## src/design/ook_pulse_width_code_decoder_assert.svh

```systemverilog
// assertion macros for the ook pulse-width code decoder
// used by the top level only, no other dependencies
`ifndef OOK_PULSE_WIDTH_CODE_DECODER_ASSERT_SVH
`define OOK_PULSE_WIDTH_CODE_DECODER_ASSERT_SVH

// same-cycle implication, checked out of reset
`define OPCD_ASSERT_NOW(label, clk, rst_n, ante, cons) \
    label: assert property (@(posedge clk) disable iff (!rst_n) (ante) |-> (cons)) \
        else $error("opcd check failed");

// next-cycle implication, checked out of reset
`define OPCD_ASSERT_NEXT(label, clk, rst_n, ante, cons) \
    label: assert property (@(posedge clk) disable iff (!rst_n) (ante) |=> (cons)) \
        else $error("opcd check failed");

`endif

```

## src/design/opcd_pkg.sv

```systemverilog
// shared types and constants of the ook pulse-width code decoder
// no dependencies
`timescale 1ns / 1ps

package opcd_pkg;

    localparam int CODE_BITS_DEF = 24;
    localparam int MAX_ITEMS_DEF = 2048;

    localparam int DUR_W       = 32;
    localparam int SYNC_GAP_W  = 20;
    localparam int LONG_PULS_W = 16;
    localparam int MIN_ITEMS_W = 12;
    localparam int CFG_DATA_W  = 20;
    localparam int CFG_ADDR_W  = 2;

    localparam logic [SYNC_GAP_W-1:0]  SYNC_GAP_RST  = SYNC_GAP_W'(8000);
    localparam logic [LONG_PULS_W-1:0] LONG_PULS_RST = LONG_PULS_W'(600);
    localparam logic [MIN_ITEMS_W-1:0] MIN_ITEMS_RST = MIN_ITEMS_W'(10);

    // configuration register indexes
    localparam logic [CFG_ADDR_W-1:0] REG_SYNC_GAP   = 2'd0;
    localparam logic [CFG_ADDR_W-1:0] REG_LONG_PULSE = 2'd1;
    localparam logic [CFG_ADDR_W-1:0] REG_MIN_ITEMS  = 2'd2;

    typedef enum logic [1:0] {
        VERDICT_NONE    = 2'd0,
        VERDICT_CODE    = 2'd1,
        VERDICT_UNKNOWN = 2'd2
    } verdict_t;

endpackage

```

## src/design/opcd_in_if.sv

```systemverilog
// input channel of the decoder: one signed duration per item
// depends on opcd_pkg
`timescale 1ns / 1ps

interface opcd_in_if;
    import opcd_pkg::*;

    logic                    valid;
    logic                    ready;
    logic signed [DUR_W-1:0] duration;
    logic                    last;

    modport source (output valid, output duration, output last, input ready);
    modport sink (input valid, input duration, input last, output ready);
endinterface

```

## src/design/opcd_out_if.sv

```systemverilog
// output channel of the decoder: one verdict per signal
// depends on opcd_pkg
`timescale 1ns / 1ps

interface opcd_out_if #(
    parameter int CODE_W  = opcd_pkg::CODE_BITS_DEF,
    parameter int TOTAL_W = $clog2(opcd_pkg::MAX_ITEMS_DEF + 1)
);
    import opcd_pkg::*;

    logic               valid;
    logic               ready;
    verdict_t           verdict;
    logic [CODE_W-1:0]  code;
    logic [TOTAL_W-1:0] item_total;

    modport source (output valid, output verdict, output code, output item_total,
                    input ready);
    modport sink (input valid, input verdict, input code, input item_total,
                  output ready);
endinterface

```

## src/design/ook_pulse_width_code_decoder.sv

```systemverilog
// ook pulse-width code decoder, top level
// depends on opcd_pkg, opcd_in_if, opcd_out_if and the assertion macro header
//
//  channel   dir  payload                              handshake
//  --------  ---  -----------------------------------  -------------------
//  in_ch     in   duration (s32), last                 valid/ready
//  out_ch    out  verdict (2), code, item_total        valid/ready
//  cfg       in   cfg_addr (2), cfg_data (20)          cfg_wen, no stall
//
// one item per cycle unless a stalled result holds back a last item; an item waits in
// the input register while the decode logic works on it, and when it advances the decode
// state is updated and, on a last item, the result register is loaded, so a verdict is
// offered from the result register, which follows the input register.
// rst_n clears all control state and loads the default thresholds.
// a stalled result only holds back a last item; other items keep flowing.
`timescale 1ns / 1ps
`include "ook_pulse_width_code_decoder_assert.svh"

module ook_pulse_width_code_decoder #(
    parameter int CODE_BITS = opcd_pkg::CODE_BITS_DEF,
    parameter int MAX_ITEMS = opcd_pkg::MAX_ITEMS_DEF
) (
    input  logic                              clk,
    input  logic                              rst_n,
    input  logic                              cfg_wen,
    input  logic [opcd_pkg::CFG_ADDR_W-1:0]   cfg_addr,
    input  logic [opcd_pkg::CFG_DATA_W-1:0]   cfg_data,
    opcd_in_if.sink                           in_ch,
    opcd_out_if.source                        out_ch
);
    import opcd_pkg::*;

    // counter holds MAX_ITEMS itself, bit counter holds CODE_BITS itself
    localparam int CNT_W  = $clog2(MAX_ITEMS + 1);
    localparam int BITS_W = $clog2(CODE_BITS + 1);
    localparam int CMP_W  = (CNT_W > MIN_ITEMS_W) ? CNT_W : MIN_ITEMS_W;
    localparam logic [CNT_W-1:0]  CNT_MAX   = CNT_W'(MAX_ITEMS);
    localparam logic [BITS_W-1:0] BITS_FULL = BITS_W'(CODE_BITS);

    // configuration registers
    logic [SYNC_GAP_W-1:0]  sync_gap_reg;
    logic [LONG_PULS_W-1:0] long_pulse_reg;
    logic [MIN_ITEMS_W-1:0] min_items_reg;

    // input register
    logic                    in_valid_reg;
    logic signed [DUR_W-1:0] in_dur_reg;
    logic                    in_last_reg;

    // per-signal decode state
    logic [CNT_W-1:0]     cnt_reg, cnt_next;
    logic                 sync_reg, sync_next;
    logic [BITS_W-1:0]    bits_reg, bits_next;
    logic                 half_reg, half_next;
    logic                 long_reg, long_next;
    logic [CODE_BITS-1:0] code_reg, code_next;

    // result register
    logic                 res_valid_reg, res_valid_next;
    verdict_t             res_verdict_reg, res_verdict_next;
    logic [CODE_BITS-1:0] res_code_reg, res_code_next;
    logic [CNT_W-1:0]     res_total_reg;

    // decode datapath
    logic              advance;
    logic              take_in;
    logic              negative;
    logic [DUR_W-1:0]  gap_len;
    logic              long_gap;
    logic              long_mark;
    logic              first_item;
    logic [CNT_W-1:0]  cnt_inc;

    // the state stage moves unless it holds a last item and the result is stuck
    assign advance = in_valid_reg && (!in_last_reg || !res_valid_reg || out_ch.ready);
    assign in_ch.ready = !in_valid_reg || advance;
    assign take_in = in_ch.valid && in_ch.ready;

    // magnitude of a gap; the most negative value maps to 2^31 as unsigned
    assign negative  = in_dur_reg[DUR_W-1];
    assign gap_len   = (~in_dur_reg) + DUR_W'(1);
    assign long_gap  = negative && (gap_len > DUR_W'(sync_gap_reg));
    assign long_mark = !negative && (in_dur_reg[DUR_W-2:0] > (DUR_W-1)'(long_pulse_reg));

    assign first_item = (cnt_reg == '0);
    assign cnt_inc    = (cnt_reg < CNT_MAX) ? cnt_reg + CNT_W'(1) : cnt_reg;

    always_comb
    begin
        sync_next = sync_reg;
        bits_next = bits_reg;
        half_next = half_reg;
        long_next = long_reg;
        code_next = code_reg;

        // hunt for sync, then alternate mark and gap until the code is full
        if (!sync_reg)
        begin
            if (!first_item && long_gap)
                sync_next = 1'b1;
        end
        else if (bits_reg < BITS_FULL)
        begin
            if (!half_reg)
            begin
                long_next = long_mark;
                half_next = 1'b1;
            end
            else
            begin
                code_next = CODE_BITS'({code_reg, long_reg && negative});
                bits_next = bits_reg + BITS_W'(1);
                half_next = 1'b0;
            end
        end

        // verdict on the updated state
        res_code_next = '0;
        if (CMP_W'(cnt_inc) < CMP_W'(min_items_reg))
            res_verdict_next = VERDICT_NONE;
        else if (sync_next && (bits_next >= BITS_FULL))
        begin
            res_verdict_next = VERDICT_CODE;
            res_code_next    = code_next;
        end
        else
            res_verdict_next = VERDICT_UNKNOWN;

        cnt_next = cnt_inc;

        // a last item closes the signal
        if (in_last_reg)
        begin
            cnt_next  = '0;
            sync_next = 1'b0;
            bits_next = '0;
            half_next = 1'b0;
            long_next = 1'b0;
            code_next = '0;
        end

        res_valid_next = (advance && in_last_reg) || (res_valid_reg && !out_ch.ready);
    end

    always_ff @(posedge clk or negedge rst_n)
    begin
        if (!rst_n)
        begin
            sync_gap_reg    <= SYNC_GAP_RST;
            long_pulse_reg  <= LONG_PULS_RST;
            min_items_reg   <= MIN_ITEMS_RST;
            in_valid_reg    <= 1'b0;
            cnt_reg         <= '0;
            sync_reg        <= 1'b0;
            bits_reg        <= '0;
            half_reg        <= 1'b0;
            long_reg        <= 1'b0;
            code_reg        <= '0;
            res_valid_reg   <= 1'b0;
        end
        else
        begin
            if (cfg_wen)
            begin
                unique case (cfg_addr)
                    REG_SYNC_GAP:   sync_gap_reg   <= cfg_data[SYNC_GAP_W-1:0];
                    REG_LONG_PULSE: long_pulse_reg <= cfg_data[LONG_PULS_W-1:0];
                    REG_MIN_ITEMS:  min_items_reg  <= cfg_data[MIN_ITEMS_W-1:0];
                    default:        ;
                endcase
            end

            if (take_in)
                in_valid_reg <= 1'b1;
            else if (advance)
                in_valid_reg <= 1'b0;

            if (advance)
            begin
                cnt_reg  <= cnt_next;
                sync_reg <= sync_next;
                bits_reg <= bits_next;
                half_reg <= half_next;
                long_reg <= long_next;
                code_reg <= code_next;
            end

            res_valid_reg <= res_valid_next;
        end
    end

    // payload registers, no reset
    always_ff @(posedge clk)
    begin
        if (take_in)
        begin
            in_dur_reg  <= in_ch.duration;
            in_last_reg <= in_ch.last;
        end
        if (advance && in_last_reg)
        begin
            res_verdict_reg <= res_verdict_next;
            res_code_reg    <= res_code_next;
            res_total_reg   <= cnt_inc;
        end
    end

    assign out_ch.valid      = res_valid_reg;
    assign out_ch.verdict    = res_verdict_reg;
    assign out_ch.code       = res_code_reg;
    assign out_ch.item_total = res_total_reg;

    // code field is zero unless a code was decoded
    `OPCD_ASSERT_NOW(a_code_zero, clk, rst_n,
        res_valid_reg && (res_verdict_reg != VERDICT_CODE), res_code_reg == '0)
    // closing a signal clears the per-signal state
    `OPCD_ASSERT_NEXT(a_clear_on_last, clk, rst_n,
        advance && in_last_reg, (cnt_reg == '0) && !sync_reg && (bits_reg == '0))
    // the bit counter never runs past the code length
    `OPCD_ASSERT_NOW(a_bits_bound, clk, rst_n, 1'b1, bits_reg <= BITS_FULL)
    // pairs are only decoded after sync
    `OPCD_ASSERT_NOW(a_pairs_need_sync, clk, rst_n,
        (bits_reg != '0) || half_reg, sync_reg)

endmodule

```

## src/flat_wrapper.sv

```systemverilog
// flat-port wrapper written by rule: the top's interface ports become plain ports
module ook_pulse_width_code_decoder_flat import opcd_pkg::*;
#(
    parameter int CODE_BITS = opcd_pkg::CODE_BITS_DEF,
    parameter int MAX_ITEMS = opcd_pkg::MAX_ITEMS_DEF
)
  (clk, rst_n, cfg_wen, cfg_addr, cfg_data, in_ch_valid, in_ch_duration, in_ch_last, in_ch_ready, out_ch_valid, out_ch_verdict, out_ch_code, out_ch_item_total, out_ch_ready);
  opcd_in_if in_ch_i ();
  opcd_out_if out_ch_i ();
  input  logic clk;
  input  logic rst_n;
  input  logic cfg_wen;
  input  logic [opcd_pkg::CFG_ADDR_W-1:0] cfg_addr;
  input  logic [opcd_pkg::CFG_DATA_W-1:0] cfg_data;
  input wire logic [$bits(in_ch_i.valid)-1:0] in_ch_valid;
  input wire logic [$bits(in_ch_i.duration)-1:0] in_ch_duration;
  input wire logic [$bits(in_ch_i.last)-1:0] in_ch_last;
  output wire logic [$bits(in_ch_i.ready)-1:0] in_ch_ready;
  output wire logic [$bits(out_ch_i.valid)-1:0] out_ch_valid;
  output wire logic [$bits(out_ch_i.verdict)-1:0] out_ch_verdict;
  output wire logic [$bits(out_ch_i.code)-1:0] out_ch_code;
  output wire logic [$bits(out_ch_i.item_total)-1:0] out_ch_item_total;
  input wire logic [$bits(out_ch_i.ready)-1:0] out_ch_ready;
  assign in_ch_i.valid = in_ch_valid;
  assign in_ch_i.duration = in_ch_duration;
  assign in_ch_i.last = in_ch_last;
  assign in_ch_ready = in_ch_i.ready;
  assign out_ch_valid = out_ch_i.valid;
  assign out_ch_verdict = out_ch_i.verdict;
  assign out_ch_code = out_ch_i.code;
  assign out_ch_item_total = out_ch_i.item_total;
  assign out_ch_i.ready = out_ch_ready;
  ook_pulse_width_code_decoder #(.CODE_BITS(CODE_BITS), .MAX_ITEMS(MAX_ITEMS)) u_core (.clk(clk), .rst_n(rst_n), .cfg_wen(cfg_wen), .cfg_addr(cfg_addr), .cfg_data(cfg_data), .in_ch(in_ch_i), .out_ch(out_ch_i));
endmodule
```

## config.mk

```make
export PLATFORM = sky130hd
export DESIGN_NAME = ook_pulse_width_code_decoder_flat
export DESIGN_NICKNAME = d
export VERILOG_FILES = /design/src/design/opcd_pkg.sv /design/src/design/opcd_in_if.sv /design/src/design/opcd_out_if.sv /design/src/design/ook_pulse_width_code_decoder.sv /design/src/flat_wrapper.sv
export VERILOG_INCLUDE_DIRS = /design/src /design/src/design
export SDC_FILE = /design/constraint.sdc
export NUM_CORES = 1
export LEC_CHECK = 0
export BUFFER_PORTS_ARGS = -buffer_cell sky130_fd_sc_hd__buf_2
export CAP_MARGIN = 20
export CORE_UTILIZATION = 60
export CTS_BUF_LIST = sky130_fd_sc_hd__clkbuf_4
export DETAILED_ROUTE_END_ITERATION = 10
export PLACE_DENSITY = 0.82
export SKIP_LAST_GASP = 1
export SLEW_MARGIN = 30
export SYNTH_ARGS = -nofsm -noshare
export SYNTH_HDL_FRONTEND = slang
export SYNTH_SLANG_ARGS = --single-unit
```

## constraint.sdc

```tcl
create_clock -name clk -period 4.9 [get_ports clk]
set_clock_uncertainty 0.2 [all_clocks]
set_input_delay 0.245 -clock clk [delete_from_list [all_inputs] [get_ports clk]]
set_output_delay 0.245 -clock clk [all_outputs]
set_load 0.02 [all_outputs]
```

==> results.md <==
- At the worst endpoint, the arrival time is 4600 ps.
- The number of DRC violations after detailed-routing iteration 0 is 533.
- The die is 123 um tall.
- After detailed placement, the design holds a cell count of 1076.
- The number of library cell types mapped by synthesis is 69.
- The number of sinks handled by clock tree synthesis is 165.
- In this run the deepest clock path goes through 2 buffers.
- The power density over the cells is 319 mW/mm2.
- The layout cell share with drive strength beyond 1 is 0.228.
- VDD sags by at most 227 uV.
- The clock share of power is 0.243.
- The share of total power dissipated in sequential elements is 0.540.
- The post-synthesis register bit count is 165.
- The routed design could run at a clock period as short as 4480 ps.
- The filler cells instantiated in the layout total 982.
- The critical path starts at u_core.in_dur_reg[0].
- The post-cts repair resize count is 0.
- Of the total power, combinational logic draws 0.217.
- For this run, design rule violations remaining after detail routing come to 0.
- Based on the critical path, the design can be clocked at up to 223 MHz.
- The startpoint identified for the worst register-to-register timing path is u_core.in_dur_reg[0].
- The detailed-routing iteration count for the pre-antenna-repair pass is 5.
- The flow ran to the end, and the final reports show no timing, DRC or antenna violations.
- Leaving out filler cells and counting taps, the final layout contains 1171.
- For this block, the routed nets add up to 20600 um of wire.
- In the final layout, the multi-input gates occupy 0.00396 mm2.
- In the synthesized netlist the async set-or-reset flop fraction comes to 0.570.
- The final cycle utilization of the critical path is 0.914.
- TritonCTS built the clock tree.
- The fraction of synthesized cell area taken by the top area cell type is 0.242.
- The critical path is of the reg -> reg type.
- The root buffer cell is sky130_fd_sc_hd__clkbuf_4.
- Measured along the x axis, the die boundary spans 123 um.
- The sum of net half-perimeters after detailed placement is 13300 um.
- In this run the register-to-register setup slack is 420 ps.
- Max-cap violations in this run came to 0.
- The effective utilization at floorplan is 0.625.
- The cell accounting for the most synthesized area is sky130_fd_sc_hd__edfxtp_1.
- The die covers 0.0152 mm2.
- The data required time at the worst endpoint is 5030 ps.
- The static leakage is 4.30 nW.
- The most common flop cell mapped by yosys is sky130_fd_sc_hd__dfrtp_1.
- The detailed-route via count is 6850.
- Relative to the synthesized area, the layout overhead comes to 17.8%.
- The pin count of the biggest net entering global routing is 56.
- The TritonCTS buffer count is 17.
- The number of global-route vias before repair is 6782.
- The number of placed I/O pins is 100.
- The final-layout setup total negative slack is 0 ps.
- At the later pin of the worst-skew pair, clock insertion delay measures 580 ps.
- In this run the core area contains 43 standard-cell rows.
- The routed wirelength normalized by instance count is 17.6 um.
- The terminus of the critical flop-to-flop path is u_core.out_ch.code[3].
- The register with the most flip-flops in the layout has 32 of them.
- Of the synthesized area, sequential elements account for 0.510.
- The first-pass GRT wire length is 33800 um.
- Buffers placed on the I/O ports in this run total 99.
- In the final layout, flip-flops and latches occupy 0.00450 mm2.
- The final-report hold violation count came to 0.
- The region available for standard cell placement spans 0.0141 mm2.
- Across every metal layer, demand over resource in global routing totals 0.295.
- In this run, synthesis inferred 71 flip-flops with an integrated enable.
- The via-per-instance ratio is 5.85.
- Setup repair after global routing left no endpoint under its margin.
- At the pin with the least slew margin, the transition time is 918 ps.
- Routability-driven placement finished with a final weighted congestion of 0.883.
- The number of nets in the layout is 1088.
- Along the worst path, the maximum fanout reaches 26.
- The internal power consumption is 2.26 mW.
- In the post-synthesis netlist, the biggest area contributors are sky130_fd_sc_hd__edfxtp_1 24%, sky130_fd_sc_hd__dfrtp_1 23%, sky130_fd_sc_hd__ha_1 7.2%.
- The worst min-delay path class is in -> async.
- A synthesized cell averages 10.8 um2.
- The sort of element at the end of the critical path is a flop.
- For this design the total switching power over the nets is 1.06 mW.
- Counting every net in the synthesized netlist gives 930.
- Of the total power, the share spent switching nets is 0.319.
- The overflow left after global routing is 0.
- The number of H-tree levels is 4.
- In this run the worst setup path terminates at u_core.out_ch.code[3].
- In this run the tightest slew margin relative to its limit is 0.386.
- The number of warning messages in the yosys log is 0.
- The number of max-slew violations in the final report is 0.
- The number of cells on the worst reg-to-reg path is 15.
- The combined area of all synthesized cells is 0.00882 mm2.
- The initial antenna violation count was 1.
- After clock tree synthesis, the clock-pin slew on the worst setup and hold paths is 140 ps.
- The number of setup violations in the final report is 0.
- The startpoint kind of the worst setup timing path is a flop.
- The antenna violation net count after detailed routing is 0.
- Synthesis produced a netlist whose cell count is 819.
==> kinds of logic after synthesis <==
family | after synthesis | synth area share
AOI/OAI and AO/OA | 198 | 0.159
adders and majority gates | 51 | 0.0724
buffers and inverters | 91 | 0.0427
and+or+nand+nor | 252 | 0.145
muxes | 33 | 0.0420
DFF | 165 | 0.510
xor gates and xnor gates | 29 | 0.0288
==> cells in the mapped netlist, types with 10 or more instances <==
library cell               instances
sky130_fd_sc_hd__nor3_1           17
sky130_fd_sc_hd__a21oi_1          23
sky130_fd_sc_hd__inv_1            56
sky130_fd_sc_hd__ha_1             51
sky130_fd_sc_hd__o21ai_0          46
sky130_fd_sc_hd__nand4_1          11
sky130_fd_sc_hd__o21ai_1          10
sky130_fd_sc_hd__clkbuf_1         28
sky130_fd_sc_hd__nor2_1           29
sky130_fd_sc_hd__edfxtp_1         71
sky130_fd_sc_hd__a211o_1          24
sky130_fd_sc_hd__mux2_2           32
sky130_fd_sc_hd__dfstp_2          12
sky130_fd_sc_hd__nand3_1          10
sky130_fd_sc_hd__nand2_1         119
sky130_fd_sc_hd__a21oi_2          20
sky130_fd_sc_hd__a21boi_0         21
sky130_fd_sc_hd__xnor2_1          22
sky130_fd_sc_hd__dfrtp_1          82
==> layer usage <==
metal	up-vias	GRT usage	routed length (um)
met5	-	0	0
li1	3288	-	-
met1	3299	0.379	8680
met3	43	0.0494	926
met4	0	0.120	556
met2	220	0.497	10400
==> placed cells by master (no fill, tap or decap), drive strengths merged, types with 12 or more instances in the layout <==
cell type    count
dfstp           12
nand2          120
xnor2           22
nor2            29
a21oi           43
nor3            18
buf            112
edfxtp          71
nor4            13
a211o           24
dlygate4sd3     62
a21boi          22
clkbuf          17
mux2            32
inv             61
dfrtp           82
ha              51
o21ai           56
==> final cells by class <==
type,instances,area share
Multi-Input combinational cell,563,0.381
Clock inverter,15,0.0146
Clock buffer,17,0.0123
Sequential cell,165,0.433
Tap cell,180,0.0217
Timing Repair Buffer,174,0.117
Antenna cell,1,0.000241
Inverter,56,0.0202
==> worst max-delay path: stages, from the launching register on <==
cell and delay [ps]:
sky130_fd_sc_hd__edfxtp_1 430, sky130_fd_sc_hd__inv_1 130, sky130_fd_sc_hd__ha_1 210, sky130_fd_sc_hd__nor3b_1 230, sky130_fd_sc_hd__buf_4 170, sky130_fd_sc_hd__nand4_1 410
sky130_fd_sc_hd__nor3_1 420, sky130_fd_sc_hd__xnor2_1 140, sky130_fd_sc_hd__ha_1 310, sky130_fd_sc_hd__nand4_1 150, sky130_fd_sc_hd__nor4_1 290, sky130_fd_sc_hd__a22oi_1 120
sky130_fd_sc_hd__o31a_1 170, sky130_fd_sc_hd__nor4_4 270, sky130_fd_sc_hd__buf_4 420, sky130_fd_sc_hd__a21oi_1 150
==> per-stage QoR <==
step / setup slack [ps] / area (um2) / power (mW) / util / hold WS (ps)
CTS: 581 / 10400 / 3.31 / 0.736 / 9.59
detailed placement: 608 / 9480 / 2.48 / 0.673 / 132
finish: 421 / 10400 / 3.32 / 0.737 / 27.6
floorplan: 1010 / 8820 / 2.25 / - / -251
global placement: 732 / 9480 / 2.44 / 0.673 / 128
global route: 64.2 / 10400 / 3.50 / 0.737 / 78.1
==> worst min path at each step <==
| stage | slack [ps] | start | end | cells past startpoint |
|---|---|---|---|---|
| 2_1_floorplan | -250 | rst_n | u_core.bits_reg[0] | 0 |
| 3_3_place_gp | 130 | rst_n | u_core.sync_gap_reg[15] | 1 |
| 3_5_place_dp | 130 | rst_n | u_core.long_pulse_reg[15] | 1 |
| 4_1_cts | 10 | cfg_addr[1] | u_core.sync_gap_reg[4] | 5 |
| 5_1_grt | 80 | rst_n | u_core.long_pulse_reg[12] | 2 |
| 6_report | 30 | rst_n | u_core.long_pulse_reg[12] | 2 |
==> power groups by stage <==
stage	Sequential (mW)	Clock, mW	Combinational (mW)
final	1.79	0.806	0.718
after global routing	1.82	0.872	0.810
after CTS	1.79	0.814	0.707
after detailed placement	1.81	0	0.667
after global placement	1.81	0	0.632
after floorplan	1.79	0	0.459
==> timing repair <==
action                    in CTS  in global routing
setup buffers                  0                  0
hold endpoints to repair     137                  0
hold buffers                  62                  0
Note: power is estimated with default switching activity, not from simulation.
